--- src/rtl/ugns_pkg.sv ---
package ugns_pkg;

	// Field widths of the stream beats and the register port
	localparam int FUNC_W  = 2;
	localparam int ID_W    = 14;
	localparam int POS_W   = 16;
	localparam int OFS_W   = 5;
	localparam int ST_W    = 2;
	localparam int GS_W    = 6;
	localparam int SH_W    = 4;
	localparam int PADDR_W = 5;
	localparam int PDATA_W = 32;

	// Input tdata layout, lowest field first, padded to whole bytes
	localparam int PID_LSB   = 0;
	localparam int PX_LSB    = PID_LSB + ID_W;
	localparam int PY_LSB    = PX_LSB + POS_W;
	localparam int PZ_LSB    = PY_LSB + POS_W;
	localparam int OFS_LSB   = PZ_LSB + POS_W;
	localparam int IN_DATA_W = ((OFS_LSB + OFS_W + 7) / 8) * 8;

	// Output tdata and tuser layout
	localparam int OUT_DATA_W = ((ID_W + 7) / 8) * 8;
	localparam int OUT_USER_W = 1 + ST_W;

	// Parameter defaults
	localparam int GRID_DIM_DEF  = 32;
	localparam int CELL_CAP_DEF  = 16;
	localparam int MAX_ITEMS_DEF = 16384;

	localparam int NUM_OFFSETS = 27;

	// Register reset values
	localparam logic [POS_W-1:0] POS_LOW_RST   = 16'd819;
	localparam logic [POS_W-1:0] POS_HIGH_RST  = 16'd40141;
	localparam logic [GS_W-1:0]  GRID_SIZE_RST = 6'd20;
	localparam logic [SH_W-1:0]  CELL_SHIFT_RST = 4'd11;

	typedef enum logic [FUNC_W-1:0] {
		FUNC_CLEAR  = 2'd0,
		FUNC_INSERT = 2'd1,
		FUNC_QUERY  = 2'd2
	} func_e_t;

	typedef enum logic [ST_W-1:0] {
		ST_OK      = 2'd0,
		ST_FULL    = 2'd1,
		ST_OFFGRID = 2'd2
	} status_e_t;

	typedef enum logic [2:0] {
		REG_POS_LOW    = 3'd0,
		REG_POS_HIGH_X = 3'd1,
		REG_POS_HIGH_Y = 3'd2,
		REG_POS_HIGH_Z = 3'd3,
		REG_GRID_X     = 3'd4,
		REG_GRID_Y     = 3'd5,
		REG_GRID_Z     = 3'd6,
		REG_CELL_SHIFT = 3'd7
	} reg_idx_e_t;

	typedef enum logic [3:0] {
		S_INIT,
		S_IDLE,
		S_CALC,
		S_RDC,
		S_DEC,
		S_QRD,
		S_QOUT,
		S_CLEAR,
		S_CLRDONE
	} state_e_t;

	typedef enum logic {
		OUT_SUMMARY,
		OUT_MEMBER
	} out_src_e_t;

	typedef struct packed {
		logic [POS_W-1:0] pos_low;
		logic [POS_W-1:0] pos_high_x;
		logic [POS_W-1:0] pos_high_y;
		logic [POS_W-1:0] pos_high_z;
		logic [GS_W-1:0]  grid_size_x;
		logic [GS_W-1:0]  grid_size_y;
		logic [GS_W-1:0]  grid_size_z;
		logic [SH_W-1:0]  cell_shift;
	} cfg_t;

	// Controller to datapath
	typedef struct packed {
		logic       take;
		logic       calc;
		logic       cnt_rd;
		logic       ins_wr;
		logic       mem_rd;
		logic       slot_clr;
		logic       slot_inc;
		logic       sweep_step;
		logic       out_load;
		out_src_e_t out_src;
	} cmd_t;

	// Datapath to controller
	typedef struct packed {
		logic [FUNC_W-1:0] func;
		logic              offgrid;
		logic              full;
		logic              empty;
		logic              slot_last;
		logic              sweep_last;
		logic              out_free;
	} sts_t;

	// Neighbor offset, each delta two-bit two's complement
	typedef struct packed {
		logic       ok;
		logic [1:0] dx;
		logic [1:0] dy;
		logic [1:0] dz;
	} ofs_t;

	localparam ofs_t OFS_ZERO = '{ok: 1'b1, dx: 2'b00, dy: 2'b00, dz: 2'b00};

	// Split k into dz = k/9-1, dx = (k%9)/3-1, dy = k%3-1
	function automatic ofs_t ofs_decode(input logic [OFS_W-1:0] k);
		ofs_t             o;
		logic [OFS_W-1:0] r9;
		logic [OFS_W-1:0] r3;
		o.ok = (k < OFS_W'(NUM_OFFSETS));
		if (k < 5'd9) begin
			o.dz = 2'b11;
			r9   = k;
		end else if (k < 5'd18) begin
			o.dz = 2'b00;
			r9   = k - 5'd9;
		end else begin
			o.dz = 2'b01;
			r9   = k - 5'd18;
		end
		if (r9 < 5'd3) begin
			o.dx = 2'b11;
			r3   = r9;
		end else if (r9 < 5'd6) begin
			o.dx = 2'b00;
			r3   = r9 - 5'd3;
		end else begin
			o.dx = 2'b01;
			r3   = r9 - 5'd6;
		end
		if (r3 == 5'd0) begin
			o.dy = 2'b11;
		end else if (r3 == 5'd1) begin
			o.dy = 2'b00;
		end else begin
			o.dy = 2'b01;
		end
		return o;
	endfunction

endpackage

--- src/rtl/ugns_cfg.sv ---
module ugns_cfg (
	input  logic                          clk,
	input  logic                          arst_n,
	input  logic                          psel,
	input  logic                          penable,
	input  logic                          pwrite,
	input  logic [ugns_pkg::PADDR_W-1:0]  paddr,
	input  logic [ugns_pkg::PDATA_W-1:0]  pwdata,
	output logic [ugns_pkg::PDATA_W-1:0]  prdata,
	output logic                          pready,
	output ugns_pkg::cfg_t                cfg
);

	ugns_pkg::cfg_t         cfg_q;
	ugns_pkg::reg_idx_e_t   idx;
	logic                   wr_en;

	assign idx    = ugns_pkg::reg_idx_e_t'(paddr[4:2]);
	assign wr_en  = psel && penable && pwrite;
	assign pready = 1'b1;
	assign cfg    = cfg_q;

	// Write the addressed register in the access phase
	always_ff @(posedge clk or negedge arst_n) begin
		if (!arst_n) begin
			cfg_q.pos_low     <= ugns_pkg::POS_LOW_RST;
			cfg_q.pos_high_x  <= ugns_pkg::POS_HIGH_RST;
			cfg_q.pos_high_y  <= ugns_pkg::POS_HIGH_RST;
			cfg_q.pos_high_z  <= ugns_pkg::POS_HIGH_RST;
			cfg_q.grid_size_x <= ugns_pkg::GRID_SIZE_RST;
			cfg_q.grid_size_y <= ugns_pkg::GRID_SIZE_RST;
			cfg_q.grid_size_z <= ugns_pkg::GRID_SIZE_RST;
			cfg_q.cell_shift  <= ugns_pkg::CELL_SHIFT_RST;
		end else if (wr_en) begin
			unique case (idx)
				ugns_pkg::REG_POS_LOW:    cfg_q.pos_low     <= pwdata[15:0];
				ugns_pkg::REG_POS_HIGH_X: cfg_q.pos_high_x  <= pwdata[15:0];
				ugns_pkg::REG_POS_HIGH_Y: cfg_q.pos_high_y  <= pwdata[15:0];
				ugns_pkg::REG_POS_HIGH_Z: cfg_q.pos_high_z  <= pwdata[15:0];
				ugns_pkg::REG_GRID_X:     cfg_q.grid_size_x <= pwdata[5:0];
				ugns_pkg::REG_GRID_Y:     cfg_q.grid_size_y <= pwdata[5:0];
				ugns_pkg::REG_GRID_Z:     cfg_q.grid_size_z <= pwdata[5:0];
				ugns_pkg::REG_CELL_SHIFT: cfg_q.cell_shift  <= pwdata[3:0];
			endcase
		end
	end

	// Read back the addressed register
	always_comb begin
		unique case (idx)
			ugns_pkg::REG_POS_LOW:    prdata = 32'(cfg_q.pos_low);
			ugns_pkg::REG_POS_HIGH_X: prdata = 32'(cfg_q.pos_high_x);
			ugns_pkg::REG_POS_HIGH_Y: prdata = 32'(cfg_q.pos_high_y);
			ugns_pkg::REG_POS_HIGH_Z: prdata = 32'(cfg_q.pos_high_z);
			ugns_pkg::REG_GRID_X:     prdata = 32'(cfg_q.grid_size_x);
			ugns_pkg::REG_GRID_Y:     prdata = 32'(cfg_q.grid_size_y);
			ugns_pkg::REG_GRID_Z:     prdata = 32'(cfg_q.grid_size_z);
			ugns_pkg::REG_CELL_SHIFT: prdata = 32'(cfg_q.cell_shift);
		endcase
	end

endmodule

--- config.mk ---
export PLATFORM = sky130hd
export DESIGN_NAME = ugns_cfg
export DESIGN_NICKNAME = d
export VERILOG_FILES = /design/src/rtl/ugns_pkg.sv /design/src/rtl/ugns_cfg.sv
export SDC_FILE = /design/constraint.sdc
export NUM_CORES = 1
export LEC_CHECK = 0
export ABC_AREA = 1
export BUFFER_PORTS_ARGS = -buffer_cell sky130_fd_sc_hd__buf_4
export CORE_MARGIN = 5
export CORE_UTILIZATION = 53
export DETAILED_ROUTE_END_ITERATION = 10
export PLACE_DENSITY = 0.95
export SYNTH_ARGS = -nofsm -noshare
export SYNTH_HDL_FRONTEND = slang
export SYNTH_SLANG_ARGS = --single-unit
--- constraint.sdc ---
create_clock -name clk -period 1.93 [get_ports clk]
set_clock_uncertainty 0.1 [all_clocks]
set_input_delay 0.193 -clock clk [delete_from_list [all_inputs] [get_ports clk]]
set_output_delay 0.193 -clock clk [all_outputs]
set_load 0.05 [all_outputs]
==> summary.md <==
| Metric | Value |
|---|---|
| Outcome | finished clean |
| Synth warn | 0 |
| Clock-pin transition on the worst setup and hold timing paths | roughly 0.09 ns |
| Initial Util | a little over half |
| Met3 wire length | approximately 1300 um |
| Worst setup startpoint | cfg[14] |
| Number of distinct library cells after synthesis | 26 |
| GR Overflow Total | 0 |
| Worst-Skew Late Latency | ~0.35 ns |
| Final setup violation count | 0 |
| Mapped Cells | between 400 and 500 |
| IO Pins | 161 |
| Leading post-synthesis cells by cell area | dfstp_2 (27%), dfrtp_1 (27%), nand2_1 (12%) |
| Vias post-DR | around 3900 |
| Fraction of layout cells with a size suffix above 1 | between 30% and 40% |
| Initial antenna violation count | 0 |
| Primary FF master, synth | dfrtp_1 |
| Worst-path fanout max | 3 |
| Worst VDD drop | approximately 0.73 mV |
| Commonest cells in the netlist | nand2_1 (134), o21ai_1 (63), nand4_1 (46) |
| TNS Setup | 0 ns |
| Routed vias/inst | 5.53 |
| RSZ-0062 raised after global routing | no |
| Crit share post-route | between 90 and 100% |
| Antenna Cells | 0 |
| Drt first pass iters | 5 |
| Max-slew violations | 0 |
| Fillers | ~590 |
| Layout area overhead | 29.4% |
| Port bufs | roughly 130 |
| PD cells | approximately 1300 nW/um^2 |
| Post-synth EDFFs | 0 |
| Final hold vios | 0 |
| Synth async-reset ratio | 100% |
| Met2 wire length | 5950 um |
| Startpoint types | flop |
| Die area | 9660 sq um |
| HP Class | in2reg |
| Yosys top cell area share | 26.7% |
| Placeable Area | 7650 sq um |
| P_leak | approximately 2.6 nW |
| Post-DRT Antenna Nets | 0 |
| Largest net degree at the start of global routing | 48 |
| Reg-to-Reg Start | cfg[20] |
| WP data required | roughly 1.6 ns |
| H-tree depth | 3 |
| Post-DP HPWL | between 8000 and 9000 um |
| Max-cap violation count | 0 |
| Die X | between 90 and 100 um |
| Max reg flops | 86 |
| Hold WS | 0.0113 ns |
| Crit path cell chain | nand4_1 -> nand2_1 -> nor2_1 -> nand3_1 -> buf_4 |
| Pre-CTS setup slack | 0.104 ns |
| Net count, final | between 600 and 700 |
| Slew margin rel. | between 60% and 70% |
| CP arrival | ~1.5 ns |
| PnR worst setup slack | ~0.14 ns |
| Highest-delay cell along the critical path | dfstp_2 |
| Critical hold path startpoint | pwdata[9] |
| Drt drc | 0 |
| Mapped Area | 4130 sq um |
| Routed WL per cell | roughly 17 um |
| Row count | 32 |
| Drt total wl | roughly 12000 um |
| Clk root buf | clkbuf_8 |
| Peak Freq | 559 MHz |
| TritonCTS Sinks | between 80 and 90 |
| Worst-Margin Slew | around 0.51 ns |
| Tmin final | about 1.8 ns |
| Cell taking the most area after synthesis | dfstp_2 |
| Setup crit end kind | output pin |
| Vias in the first global route | between 3000 and 4000 |
| Die Y | around 100 um |
| Tot GR Track Use | between 20% and 30% |
| 1st-iter DRT viols | ~320 |
| Count leader, synth | nand2_1 |
| Met1 WL | about 4500 um |
| Crit Path Class | reg2out |
| TritonCTS buffer count | 9 |
| TritonCTS clock tree | yes |
| Placer Congestion | ~0.9 |
| First-pass GRT wire length | around 19000 um |
| FF+latch count, synth | 86 |
| Sequential fraction of the synthesis area | ~53% |
| Slowest stage delay, CP | around 0.56 ns |
| Bufs on Longest Clock Path | 2 |
| Highest Signal Layer | met4 |
| Syn Area/Cell | between 8 and 9 sq um |
-- logic make-up after synthesis --
kind of cell | count (synthesis) | synth area share (%)
compound gates | 86 | 10.8
buf+inv | 76 | 9.66
flops | 86 | 53.4
other cells | 2 | 0.182
simple gates | 233 | 26.0
-- worst max-delay path, delay by kind of cell, from the launching register on --
| kind | cells | cell delay (ns) |
|---|---|---|
| buffers and inverters | 1 | 0.21 |
| flip-flops | 1 | 0.56 |
| AND/OR/NAND/NOR | 4 | 0.38 |
-- final cells by class --
cell class                      instances  area (sq um)  area share [%]
Timing Repair Buffer                  144          1120            21.0
Tap cell                              102           128            2.39
Clock inverter                          6          61.3            1.15
Inverter                               29           109            2.04
Multi-Input combinational cell        336          1580            29.6
Clock buffer                           10           138            2.57
Sequential cell                        86          2200            41.2
-- where the power goes --
group          total [mW]  switching (mW)  internal (mW)
Combinational        2.84            2.08          0.769
Clock                1.27           0.640          0.629
Sequential           2.59           0.310           2.28
-- path summary, 6_finish.rpt --
check | endpoint | slack, ns | cells after the start
min in group asynchronous | cfg[11] | 0.25 | 2
max in group asynchronous | cfg[32] | 0.79 | 3
max reg2reg | cfg[20] | 1.02 | 2
min | cfg[79] | 0.01 | 3
min reg2reg | cfg[79] | 0.39 | 2
max | prdata[4] | 0.14 | 5
-- routing by layer --
layer	track usage, %	vias up
met2	41.4	220
met3	5.36	26
li1	-	1825
met5	0	-
met1	32.0	1870
met4	8.40	0
-- layout by cell type, fill, tap and decap left out, types with 7 or more instances in the layout --
cell / n
o21ai_0: 17
nand2_1: 134
buf_4: 135
dfstp_2: 42
nand3_1: 14
dlygate4sd3_1: 7
nand4_1: 46
o21ai_1: 63
dfrtp_1: 44
clkbuf_8: 10
conb_1: 17
nor2_1: 26
inv_1: 25
-- timing repair --
| action | CTS | global route |
|---|---|---|
| resized for setup | 0 | 0 |
| buffers inserted | 0 | 0 |
| hold buffers | 7 | 0 |
| hold endpoints to repair | 32 | 0 |
-- through the flow --
stage	power (mW)	cell area (sq um)	instances	utilization [%]
floorplan	4.54	4190	498	-
global placement	5.38	5080	690	66.4
detailed placement	5.45	5080	690	66.4
CTS	6.72	5350	713	69.9
global route	6.98	5350	713	69.9
finish	6.70	5350	713	69.9
Power figures use the tool's default switching activity.
