==> src/rtl/ugns_pkg.sv <==
package ugns_pkg;

	// Field widths of the stream beats and the register port
	localparam int FUNC_W  = 2;
	localparam int ID_W    = 14;
	localparam int POS_W   = 16;
	localparam int OFS_W   = 5;
	localparam int ST_W    = 2;
	localparam int GS_W    = 6;
	localparam int SH_W    = 4;
	localparam int PADDR_W = 5;
	localparam int PDATA_W = 32;

	// Input tdata layout, lowest field first, padded to whole bytes
	localparam int PID_LSB   = 0;
	localparam int PX_LSB    = PID_LSB + ID_W;
	localparam int PY_LSB    = PX_LSB + POS_W;
	localparam int PZ_LSB    = PY_LSB + POS_W;
	localparam int OFS_LSB   = PZ_LSB + POS_W;
	localparam int IN_DATA_W = ((OFS_LSB + OFS_W + 7) / 8) * 8;

	// Output tdata and tuser layout
	localparam int OUT_DATA_W = ((ID_W + 7) / 8) * 8;
	localparam int OUT_USER_W = 1 + ST_W;

	// Parameter defaults
	localparam int GRID_DIM_DEF  = 32;
	localparam int CELL_CAP_DEF  = 16;
	localparam int MAX_ITEMS_DEF = 16384;

	localparam int NUM_OFFSETS = 27;

	// Register reset values
	localparam logic [POS_W-1:0] POS_LOW_RST   = 16'd819;
	localparam logic [POS_W-1:0] POS_HIGH_RST  = 16'd40141;
	localparam logic [GS_W-1:0]  GRID_SIZE_RST = 6'd20;
	localparam logic [SH_W-1:0]  CELL_SHIFT_RST = 4'd11;

	typedef enum logic [FUNC_W-1:0] {
		FUNC_CLEAR  = 2'd0,
		FUNC_INSERT = 2'd1,
		FUNC_QUERY  = 2'd2
	} func_e_t;

	typedef enum logic [ST_W-1:0] {
		ST_OK      = 2'd0,
		ST_FULL    = 2'd1,
		ST_OFFGRID = 2'd2
	} status_e_t;

	typedef enum logic [2:0] {
		REG_POS_LOW    = 3'd0,
		REG_POS_HIGH_X = 3'd1,
		REG_POS_HIGH_Y = 3'd2,
		REG_POS_HIGH_Z = 3'd3,
		REG_GRID_X     = 3'd4,
		REG_GRID_Y     = 3'd5,
		REG_GRID_Z     = 3'd6,
		REG_CELL_SHIFT = 3'd7
	} reg_idx_e_t;

	typedef enum logic [3:0] {
		S_INIT,
		S_IDLE,
		S_CALC,
		S_RDC,
		S_DEC,
		S_QRD,
		S_QOUT,
		S_CLEAR,
		S_CLRDONE
	} state_e_t;

	typedef enum logic {
		OUT_SUMMARY,
		OUT_MEMBER
	} out_src_e_t;

	typedef struct packed {
		logic [POS_W-1:0] pos_low;
		logic [POS_W-1:0] pos_high_x;
		logic [POS_W-1:0] pos_high_y;
		logic [POS_W-1:0] pos_high_z;
		logic [GS_W-1:0]  grid_size_x;
		logic [GS_W-1:0]  grid_size_y;
		logic [GS_W-1:0]  grid_size_z;
		logic [SH_W-1:0]  cell_shift;
	} cfg_t;

	// Controller to datapath
	typedef struct packed {
		logic       take;
		logic       calc;
		logic       cnt_rd;
		logic       ins_wr;
		logic       mem_rd;
		logic       slot_clr;
		logic       slot_inc;
		logic       sweep_step;
		logic       out_load;
		out_src_e_t out_src;
	} cmd_t;

	// Datapath to controller
	typedef struct packed {
		logic [FUNC_W-1:0] func;
		logic              offgrid;
		logic              full;
		logic              empty;
		logic              slot_last;
		logic              sweep_last;
		logic              out_free;
	} sts_t;

	// Neighbor offset, each delta two-bit two's complement
	typedef struct packed {
		logic       ok;
		logic [1:0] dx;
		logic [1:0] dy;
		logic [1:0] dz;
	} ofs_t;

	localparam ofs_t OFS_ZERO = '{ok: 1'b1, dx: 2'b00, dy: 2'b00, dz: 2'b00};

	// Split k into dz = k/9-1, dx = (k%9)/3-1, dy = k%3-1
	function automatic ofs_t ofs_decode(input logic [OFS_W-1:0] k);
		ofs_t             o;
		logic [OFS_W-1:0] r9;
		logic [OFS_W-1:0] r3;
		o.ok = (k < OFS_W'(NUM_OFFSETS));
		if (k < 5'd9) begin
			o.dz = 2'b11;
			r9   = k;
		end else if (k < 5'd18) begin
			o.dz = 2'b00;
			r9   = k - 5'd9;
		end else begin
			o.dz = 2'b01;
			r9   = k - 5'd18;
		end
		if (r9 < 5'd3) begin
			o.dx = 2'b11;
			r3   = r9;
		end else if (r9 < 5'd6) begin
			o.dx = 2'b00;
			r3   = r9 - 5'd3;
		end else begin
			o.dx = 2'b01;
			r3   = r9 - 5'd6;
		end
		if (r3 == 5'd0) begin
			o.dy = 2'b11;
		end else if (r3 == 5'd1) begin
			o.dy = 2'b00;
		end else begin
			o.dy = 2'b01;
		end
		return o;
	endfunction

endpackage

==> src/rtl/ugns_ctrl.sv <==
module ugns_ctrl (
	input  logic            clk,
	input  logic            arst_n,
	input  logic            in_valid,
	output logic            in_ready,
	input  ugns_pkg::sts_t  sts,
	output ugns_pkg::cmd_t  cmd
);

	ugns_pkg::state_e_t state_q;
	ugns_pkg::state_e_t state_d;
	logic               query_hit;

	// A query on a filled on-grid cell streams its members
	assign query_hit = (sts.func == ugns_pkg::FUNC_QUERY) && !sts.offgrid && !sts.empty;

	always_ff @(posedge clk or negedge arst_n) begin
		if (!arst_n) begin
			state_q <= ugns_pkg::S_INIT;
		end else begin
			state_q <= state_d;
		end
	end

	// Next state
	always_comb begin
		state_d = state_q;
		unique case (state_q)
			ugns_pkg::S_INIT: begin
				if (sts.sweep_last) state_d = ugns_pkg::S_IDLE;
			end
			ugns_pkg::S_IDLE: begin
				if (in_valid) state_d = ugns_pkg::S_CALC;
			end
			ugns_pkg::S_CALC: begin
				state_d = (sts.func == ugns_pkg::FUNC_CLEAR) ? ugns_pkg::S_CLEAR
					: ugns_pkg::S_RDC;
			end
			ugns_pkg::S_RDC: begin
				state_d = ugns_pkg::S_DEC;
			end
			ugns_pkg::S_DEC: begin
				if (query_hit) begin
					state_d = ugns_pkg::S_QRD;
				end else if (sts.out_free) begin
					state_d = ugns_pkg::S_IDLE;
				end
			end
			ugns_pkg::S_QRD: begin
				state_d = ugns_pkg::S_QOUT;
			end
			ugns_pkg::S_QOUT: begin
				if (sts.out_free) begin
					state_d = sts.slot_last ? ugns_pkg::S_IDLE : ugns_pkg::S_QRD;
				end
			end
			ugns_pkg::S_CLEAR: begin
				if (sts.sweep_last) state_d = ugns_pkg::S_CLRDONE;
			end
			ugns_pkg::S_CLRDONE: begin
				if (sts.out_free) state_d = ugns_pkg::S_IDLE;
			end
			default: begin
				state_d = ugns_pkg::S_INIT;
			end
		endcase
	end

	// Commands
	always_comb begin
		cmd         = '0;
		cmd.out_src = ugns_pkg::OUT_SUMMARY;
		in_ready    = 1'b0;
		unique case (state_q)
			ugns_pkg::S_INIT, ugns_pkg::S_CLEAR: begin
				cmd.sweep_step = 1'b1;
			end
			ugns_pkg::S_IDLE: begin
				in_ready = 1'b1;
				cmd.take = in_valid;
			end
			ugns_pkg::S_CALC: begin
				cmd.calc = 1'b1;
			end
			ugns_pkg::S_RDC: begin
				cmd.cnt_rd = 1'b1;
			end
			ugns_pkg::S_DEC: begin
				if (query_hit) begin
					cmd.slot_clr = 1'b1;
				end else if (sts.out_free) begin
					cmd.out_load = 1'b1;
					cmd.ins_wr   = (sts.func == ugns_pkg::FUNC_INSERT) && !sts.offgrid
						&& !sts.full;
				end
			end
			ugns_pkg::S_QRD: begin
				cmd.mem_rd = 1'b1;
			end
			ugns_pkg::S_QOUT: begin
				if (sts.out_free) begin
					cmd.out_load = 1'b1;
					cmd.out_src  = ugns_pkg::OUT_MEMBER;
					cmd.slot_inc = !sts.slot_last;
				end
			end
			ugns_pkg::S_CLRDONE: begin
				cmd.out_load = sts.out_free;
			end
			default: begin
				cmd.take = 1'b0;
			end
		endcase
	end

	a_take_calc: assert property (@(posedge clk) disable iff (!arst_n)
		(in_valid && in_ready) |=> (state_q == ugns_pkg::S_CALC))
		else $error("accepted beat not followed by cell lookup");

endmodule

==> config.mk <==
export PLATFORM = sky130hd
export DESIGN_NAME = ugns_ctrl
export DESIGN_NICKNAME = d
export VERILOG_FILES = /design/src/rtl/ugns_pkg.sv /design/src/rtl/ugns_ctrl.sv
export SDC_FILE = /design/constraint.sdc
export NUM_CORES = 1
export LEC_CHECK = 0
export ABC_AREA = 1
export BUFFER_PORTS_ARGS = -buffer_cell sky130_fd_sc_hd__buf_2
export CAP_MARGIN = 20
export CORE_AREA = 2 2 39 41
export CTS_BUF_LIST = sky130_fd_sc_hd__clkbuf_8
export CTS_CLUSTER_DIAMETER = 60
export DETAILED_ROUTE_END_ITERATION = 12
export DIE_AREA = 0 0 41 43
export PLACE_DENSITY = 0.75
export SYNTH_ARGS = -nofsm -noshare
export SYNTH_HDL_FRONTEND = slang
export SYNTH_SLANG_ARGS = --single-unit
==> constraint.sdc <==
create_clock -name clk -period 2.7 [get_ports clk]
set_input_delay 0.27 -clock clk [delete_from_list [all_inputs] [get_ports clk]]
set_output_delay 0.27 -clock clk [all_outputs]
set_load 0.01 [all_outputs]
==> impl_summary.md <==
Status
The flow ran to the end, and the final reports show no timing, DRC or antenna violations.

Route
The routed design has 1050 um of wire. The iteration-0 DRC count of the detailed router is 3. Across all layers, the routed design uses 534 vias. In the final routed layout, each cell accounts on average for 8.93 um. The pre-antenna-repair detailed-routing pass consisted of 4 iterations.

The per-cell via count in the routed design is 4.56. The count of nets left with antenna violations after detail routing is 0. The DRC violation count after routing is 0.

Place
In this run the cell area measured after placement is 586 um^2. Routability-driven placement finished with a final weighted congestion of 0.871. The count of buffers added on input and output ports is 21. The number of cells in the design after placement is 113.

The worst setup slack after placement is 1.29 ns. The HPWL after detailed placement is 896 um.

Logic synthesis
In this run, synthesis produced a sequential element count of 4. The synthesized netlist occupies a cell area of 460 um^2. The simple-gate portion of the synthesized area is 53.0%. The portion of synthesized area spent on multiplexers is 0%. Sorting the synthesized cells by how often they occur yields 21 x nand2_1, 11 x inv_1, 8 x nand3_1, 8 x nor2_1, 5 x nor2_2.

The post-synthesis xor/xnor area fraction is 0%. The cell count after synthesis came out at 76. The sequential area share after synthesis is 21.7%. The synthesized netlist devotes 13.9% of its cell area to compound gates. The proportion of synthesized flip-flops having asynchronous set or reset is 100%. When the netlist entered floorplanning its net count stood at 87. The average cell area after synthesis is 6.06 um^2. The fraction of synthesized cell area taken by the top area cell type is 21.7%.

Yosys instantiated no cell more often than nand2_1. By area the synthesized netlist is led by dfrtp_1 22%, nand2_1 17%, inv_1 9.0%, nand3_1 8.7%, o21ai_4 7.1%. Counting distinct cell types in the post-synthesis netlist gives 17. The share of synthesized cell area in full adder, half adder and majority cells is 0%. The cell taking the most area after synthesis is dfrtp_1.

The count of warnings emitted by yosys is 0. By area, the combinational part of the netlist is dominated by simple AND/OR/NAND/NOR gates. The flip-flop cell with the highest count after synthesis is dfrtp_1. In this run, synthesis inferred 0 flip-flops with an integrated enable.

Cells and area
The flip-flop count of the largest register after layout is 4. The most flop-heavy register is state_q. The core utilization of the finished layout is 46.0%. The repair_antennas step left the layout with diodes totalling 0. The finished cells cover 637 um^2. The share of layout cells above drive strength 1 is 38.6%.

The final-stage net count is 114. The largest registers in the layout are state_q x4. Compared with the post-synthesis result, the final layout area differs by 38.3%. The final non-filler cell total is 117.

Pwr
The total power is 613 uW. Across the VDD grid, the largest voltage drop is 0.462 mV. The total power per unit cell area is 962 nW/um^2. The analysis attributes to cell leakage a power of 0.387 nW.

STA
The final count of hold timing violations was 0. At the pin with the least slew margin, the transition time is 0.240 ns. The setup violation total in the final timing report is 0. The final-report max-slew violation count came to 0. The worst hold slack after final layout is 0.387 ns. The worst setup skew after layout is 0.000109 ns. The final critical-path required period is 1.64 ns. Dividing the final minimum period by the clock period gives 60.9%.

The worst path meets setup with 1.06 ns of slack. Setup repair after global routing left no endpoint under its margin. The highest clock frequency the design can meet is 608 MHz. The remaining max-slew budget at the tightest pin is 84.0%. The sum of negative setup slack is 0 ns.

Die
From left edge to right edge, the die measures 41 um. The number of I/O pins is 22. The initial core utilization is 33.3%. The area of the core is 1380 um^2. The die footprint is 1760 um^2. The die span in y is 43 um. The floorplan row count is 14.

GRT
The number of antenna violations at the first check in global routing is 0. The maximum number of pins on one net before global-route repair is 9. The via count of the first global-routing pass is 463. In the global route stage, overall resource usage came out at 14.6%. After global routing the overflow that remains totals 0. The first-pass GRT wire length is 1700 um.

CTS
The H-tree depth is 1. TritonCTS built the clock tree. The insertion delay of the later-clocked pin in the worst-skew pair is 0.21 ns. After clock tree synthesis, the clock-pin slew on the worst setup and hold paths is 0.03 ns. The total setup buffers inserted after CTS is 0. For this design, the sink count on the clock tree is 4. The hold buffer count at CTS is 1. The buffer levels on the longest clock path is 2.

The clock root buffer master is clkbuf_8. The number of clock buffers inserted by TritonCTS is 3. Once the clock tree was built, the resizer swapped 0 gates to a different size.

Worst setup path
Along the worst path, the maximum fanout reaches 6. STA puts the critical path data arrival time at 1.37 ns. STA classifies the critical path endpoint as an output port. The stage delay of the slowest cell on the critical path is 0.44 ns.

The critical path is of the reg -> out type. The cell type of the slowest stage on the worst timing path is dfrtp_1. For the worst setup path, the data required time is 2.43 ns.

Grouping stages by cell kind, the critical path spends the most delay in flip-flops. Traced cell by cell, the critical path runs through nor2_2 > nand3_1 > a31oi_1 > buf_2. The nature of the critical path startpoint is a flop.

Counting both buffers and inverters, the worst setup path holds a total of 1.

Min path
The tightest min-delay check is of the in -> async type.

Run
The tool flagged a number of max-cap violations equal to 0.
## final timing paths
kind,from,endpoint,depth (start not counted),slack (ns)
worst max register to register,state_q[0]$_DFFE_PN0P_,state_q[3]$_DFFE_PN0P_,5,1.39
worst max-delay path,state_q[0]$_DFFE_PN0P_,cmd[1],4,1.06
worst min register to register,state_q[2]$_DFFE_PN0P_,state_q[1]$_DFFE_PN0P_,2,0.59
min in group clk,sts[0],state_q[0]$_DFFE_PN0P_,5,0.48
max in group asynchronous,arst_n,state_q[0]$_DFFE_PN0P_,2,2.20
worst min-delay path,arst_n,state_q[2]$_DFFE_PN0P_,2,0.39
## metal layers
metal	global-route usage, %	part of all wire [%]
met5	0	0
met4	11.3	2.8
met3	4.71	3.4
met2	20.3	50
met1	17.4	44
## report_power, final
part	internal [mW]	total, mW	leakage (nW)	switching [mW]
Clock	0.0948	0.123	0.0216	0.0284
Combinational	0.137	0.371	0.314	0.234
Sequential	0.0843	0.118	0.0515	0.0339
Total	0.317	0.613	0.387	0.296
## cell families (layout without fill, tap and decap cells)
group	after synthesis	after routing
and+or+nand+nor	50	50
buffers and inverters	14	39
AOI/OAI and AO/OA	8	8
DFF	4	4
## worst reg2reg max path, cell delays in order (launching register included)
cell and delay [ns]:
dfrtp_1 0.44, nor2_2 0.26, nand2_2 0.13, o21ai_4 0.16
nor2_2 0.08, and2_4 0.13
## final cells by class
type                    instances  area (um^2)
multi-input cells              58          308
repair buffers                 22          115
well taps                      16         20.0
clock buffers                   3         41.3
flip-flops and latches          4          100
fillers                       149          747
inverters                      14         52.6
## placed cells by master, fill, tap and decap left out
cell,synthesis,final
a31oi_1,1,1
inv_1,11,11
o21ai_4,2,2
nand2_2,3,3
clkinv_1,1,1
nor4_1,1,1
nand3b_1,1,1
nor2_4,2,2
nor2_2,5,5
dfrtp_1,4,4
o21ai_0,4,4
and2_4,1,1
o21ai_1,1,1
inv_2,2,2
nand3_1,8,8
dlygate4sd3_1,0,1
clkbuf_8,0,3
nand2_1,21,21
nor2_1,8,8
buf_2,0,21
Note: power is estimated with default switching activity, not from simulation.
